===== src/hw/rtl/bfa_pkg.sv =====
// bfa_pkg: shared types and constants of the bitmap frame allocator
// holds command, status and register codes, channel payload structs and word unit types
// no dependencies
package bfa_pkg;

	// map word geometry
	localparam int WORD_W = 16;
	localparam int BIT_W  = 4;
	localparam int CNT_W  = 5;

	// compare width that holds any 16-bit register value and any frame bound
	localparam int CMP_W = 17;

	// register data width
	localparam int REG_W = 16;

	// command codes
	localparam logic [1:0] CMD_INIT  = 2'd0;
	localparam logic [1:0] CMD_ALLOC = 2'd1;
	localparam logic [1:0] CMD_FREE  = 2'd2;

	// status codes
	localparam logic [1:0] ST_OK  = 2'd0;
	localparam logic [1:0] ST_OOM = 2'd1;
	localparam logic [1:0] ST_BAD = 2'd2;

	// register indexes
	localparam logic [1:0] REG_TOTAL     = 2'd0;
	localparam logic [1:0] REG_KERNEL    = 2'd1;
	localparam logic [1:0] REG_HEAP_LO   = 2'd2;
	localparam logic [1:0] REG_HEAP_HI   = 2'd3;

	// word unit operations
	typedef enum logic [1:0] {
		WOP_ZERO    = 2'd0,
		WOP_RESERVE = 2'd1,
		WOP_HEAD    = 2'd2,
		WOP_WRAP    = 2'd3
	} wop_t;

	// word unit result
	typedef struct packed {
		logic [WORD_W-1:0] mask;
		logic [CNT_W-1:0]  pc;
		logic              hit;
		logic [BIT_W-1:0]  idx;
	} wu_res_t;

	// channel payloads
	typedef struct packed {
		logic [1:0]  command;
		logic [14:0] frame_number;
	} cmd_t;

	typedef struct packed {
		logic [1:0]  status;
		logic [14:0] allocated_frame;
		logic [15:0] free_count;
		logic [15:0] used_count;
	} rsp_t;

	typedef struct packed {
		logic [1:0]       index;
		logic [REG_W-1:0] data;
	} cfg_t;

endpackage


===== src/hw/rtl/bfa_word_unit.sv =====
// bfa_word_unit: shared per-word unit of the allocator
// builds range masks for one map word, finds the first candidate bit and counts mask bits
// depends on bfa_pkg
module bfa_word_unit #(
	parameter int AW = 11
) (
	input  bfa_pkg::wop_t              op,
	input  logic [AW-1:0]              addr,
	input  logic [AW+4:0]              lim0,
	input  logic [AW+4:0]              lim1,
	input  logic [AW+4:0]              lim2,
	input  logic [bfa_pkg::WORD_W-1:0] data,
	output bfa_pkg::wu_res_t           res
);
	import bfa_pkg::*;

	localparam int XW = AW + 5;

	logic [XW-1:0]     base;
	logic [WORD_W-1:0] lt0;
	logic [WORD_W-1:0] lt1;
	logic [WORD_W-1:0] lt2;
	logic [WORD_W-1:0] mask;
	logic              hit;
	logic [BIT_W-1:0]  idx;

	// bits b of the word whose frame base+b lies below lim
	function automatic logic [WORD_W-1:0] lt_mask(input logic [XW-1:0] lim,
			input logic [XW-1:0] b);
		logic [XW:0]       diff;
		logic [WORD_W-1:0] m;
		diff = {1'b0, lim} - {1'b0, b};
		if (diff[XW]) begin
			m = '0;
		end else if (|diff[XW-1:BIT_W]) begin
			m = '1;
		end else begin
			m = ~({WORD_W{1'b1}} << diff[BIT_W-1:0]);
		end
		return m;
	endfunction

	assign base = XW'({addr, {BIT_W{1'b0}}});
	assign lt0  = lt_mask(lim0, base);
	assign lt1  = lt_mask(lim1, base);
	assign lt2  = lt_mask(lim2, base);

	// candidate mask per operation
	always_comb begin
		unique case (op)
			WOP_ZERO:    mask = '0;
			WOP_RESERVE: mask = lt0 | (~lt1 & lt2);
			WOP_HEAD:    mask = ~data & lt0 & ~lt1;
			WOP_WRAP:    mask = ~data & lt0 & lt1;
			default:     mask = '0;
		endcase
	end

	// lowest set bit of the mask
	always_comb begin
		hit = 1'b0;
		idx = '0;
		for (int b = WORD_W - 1; b >= 0; b--) begin
			if (mask[b]) begin
				hit = 1'b1;
				idx = BIT_W'(b);
			end
		end
	end

	assign res.mask = mask;
	assign res.pc   = CNT_W'($countones(mask));
	assign res.hit  = hit;
	assign res.idx  = idx;

endmodule


===== config.mk =====
export PLATFORM = sky130hd
export DESIGN_NAME = bfa_word_unit
export DESIGN_NICKNAME = d
export VERILOG_FILES = /design/src/hw/rtl/bfa_pkg.sv /design/src/hw/rtl/bfa_word_unit.sv
export SDC_FILE = /design/constraint.sdc
export NUM_CORES = 1
export LEC_CHECK = 0
export BUFFER_PORTS_ARGS = -buffer_cell sky130_fd_sc_hd__buf_4
export CELL_PAD_IN_SITES_DETAIL_PLACEMENT = 1
export CELL_PAD_IN_SITES_GLOBAL_PLACEMENT = 2
export CORE_UTILIZATION = 30
export DETAILED_ROUTE_END_ITERATION = 12
export PLACE_DENSITY_LB_ADDON = 0.25
export SETUP_SLACK_MARGIN = 0.5
export SYNTH_ARGS = -nofsm -noshare
export SYNTH_HDL_FRONTEND = slang
export SYNTH_SLANG_ARGS = --single-unit

===== constraint.sdc =====
create_clock -name vclk -period 7.8
set_input_delay 0.78 -clock vclk [all_inputs]
set_output_delay 0.78 -clock vclk [all_outputs]
set_load 0.02 [all_outputs]

==> out/results.ini <==
[route]
highest_layer=met4
ant_nets=0
wire_per_inst_um=19.4
met1Wirelength_mm=7.82
drc_errors=0
drt_pass1_iterations=5
routed-wl-met2_mm=8.27
route.met3.wl_mm=1.10
drt_iter0_drc=323
vias_per_cell=5.87
vias=5299
finalWirelength_mm=17.5

[worst_setup_path]
cp_data_arrival_time_ns=6.75
crit_start=addr[9]
end_kind=primary output
critPathKind=input pin to primary output
cp.required_ns=7.02
path_max_fanout=6
setup.worst_path.start_class=input pin

[outcome]
outcome=finished, final reports clean

[timing]
drv_slew=0
rsz0062_at_grt=true
worstMarginPinSlew_ns=0.760
setup_viol=0
whs_ns=2.15
hold_viol=0
period_needed_ns=7.53
max_freq_mhz=133
slew-limit-headroom=0.490
period_share=0.965

[placement]
gp_congestion=0.903
io_buffers=103
dp.cells=877
dpl.hpwl_mm=14.3

[global_routing]
overflow=0
antenna_found_initial=0
grt_pass1_vias=5292
grt_usage=0.253
grt_pass1_wl_mm=27.2
grt_max_degree=16

[pwr]
cellPowerDensity_nw_per_um2=154
leakage_nw=2.50
internal_power_mw=0.404
p_sw_mw=0.469
irDropWorstVdd_mv=0.586
design_power_total_mw=0.874
power_frac_seq=0
switching_share=0.537
p_comb_frac=1.000
clkPwrFrac=0

[floorplan]
core-area_um2=12700
dieHeight_um=116
die_x_um=116
rows=41
dieArea_um2=13500
pin_count=103
start_util=0.310

[hold_path]
min_path_type=input pin to primary output
hold_path_end=res[19]
whs_path_depth=5
hold_start=data[9]

[synthesis]
synth_top_family_by_area=compound AO/OA/AOI/OAI gates
yosysUniqueCellTypes=81
synth-seq-area-share=0
ys_warn_count=0
synth_nets=713
synth_xor_area_frac=0.0179
synthSimpleGateAreaFrac=0.321
syn_area_um2=3920
synth_cells=588
synth_mux_area_frac=0.0207
synth_fa_ha_area_frac=0.172
synth_compound_area_frac=0.394
syn_avg_cell_area_um2=6.67

[layout]
final_common_cell=buf_4
clock_buffers=0
fin_nets=857
drive_gt1_frac=0.351
nFlopsAndLatches=0
mostFrequentLayoutCells=159 x buf_4, 60 x nor2_1, 43 x nand2_1
regArea_um2=0
diodes=0
finalNonFillerCells=902
synthToLayoutAreaGrowth_pct=44.9

[flow_run]
max_cap_viol_count=0

Yosys cell counts, drive strengths merged, types with 3 or more instances:
cell type  number  area (um2)
o31ai           9        67.6
nand4           9        56.3
nor3           15        86.3
xnor2           6        52.6
a21o           10        75.1
and3            8        50.1
a31oi           8        50.1
nor3b           4        30.0
o31a            6        52.6
buf             5        35.0
o311ai          3        26.3
a22oi           3        22.5
o2111ai         3        26.3
o21a           11        82.6
mux2i           7        70.1
or4             4        33.8
a31o            3        26.3
and4            4        35.0
a21oi          52         268
o21bai          3        22.5
nand2b         13        81.3
a2111oi         3        26.3
o22ai           7        43.8
inv            50         188
o211ai         11        82.6
nor2b          10        62.6
a211oi         13         103
ha             38         475
o21ai          33         165
a311oi          4        35.0
nor4            9        75.1
nor2           62         235
or2             3        18.8
clkbuf         18        67.6
nand3b          4        30.0
and2           14        87.6
o211a           3        30.0
nand2          45         171
or3             5        31.3
a211o           6        52.6
nand3          19        95.1
fa             10         200
area by class of cell:
| cell class | instances | area (um2) |
|---|---|---|
| Timing Repair Buffer | 165 | 1260 |
| Tap cell | 172 | 215 |
| Inverter | 50 | 211 |
| Fill cell | 1609 | 6990 |
| Multi-Input combinational cell | 515 | 4000 |
cell families after synthesis:
kind of cell,Yosys count
simple gates,236
compound gates,215
buf+inv,73
fa+ha+maj,48
xor+xnor,8
mux,8
worst max-delay path, cell delays in order:
cell and delay (ns):
buf_6 0.08, clkinvlp_4 0.14, ha_4 0.32, a211o_1 0.18
o22ai_2 0.11, a211o_1 0.30, or4b_4 0.49, or4_4 0.52
buf_6 0.16, o211a_4 0.23, a211oi_4 0.28, buf_6 0.16
inv_6 0.03, fa_1 0.56, fa_1 0.47, fa_1 0.55
fa_1 0.42, ha_2 0.20, fa_2 0.38, a21oi_2 0.17
nor2b_2 0.06, buf_6 0.12
routing by layer:
| layer | GRT usage | up-vias |
|---|---|---|
| met2 | 0.428 | 191 |
| met4 | 0.0402 | 0 |
| met5 | 0 | - |
| met1 | 0.358 | 2564 |
| li1 | - | 2512 |
| met3 | 0.0156 | 32 |
metrics by stage:
| stage | util | setup WS, ns | TNS (ns) | area [um2] |
|---|---|---|---|---|
| 2_1_floorplan | - | 0.450 | 0 | 3980 |
| 4_1_cts | 0.429 | 0.197 | 0 | 5440 |
| 6_report | 0.449 | 0.270 | 0 | 5680 |
| 5_1_grt | 0.449 | 0.0759 | 0 | 5680 |
| 3_3_place_gp | 0.406 | 0.0327 | 0 | 5140 |
| 3_5_place_dp | 0.406 | -0.113 | -0.257 | 5140 |
power by group through the flow:
stage / clock (mW) / sequential (mW) / combinational, mW
after CTS: 0 / 0 / 0.818
after floorplan: 0 / 0 / 0.505
after global routing: 0 / 0 / 0.956
final: 0 / 0 / 0.874
after detailed placement: 0 / 0 / 0.780
after global placement: 0 / 0 / 0.757
timing repair:
item	in CTS	in global routing
setup buffers	14	11
hold buffers	0	0
endpoints found under the hold margin	0	0
pin swaps	28	25
endpoints found under the setup margin	5	5
gates resized for setup	44	41
how the worst max path moves through the flow:
stage,endpoint,cells past startpoint
after CTS,res[9],23
after detailed placement,res[9],22
after global placement,res[9],22
after floorplan,res[7],22
after global routing,res[9],22
final,res[9],22
No activity file was read; power rests on OpenSTA's default activity.
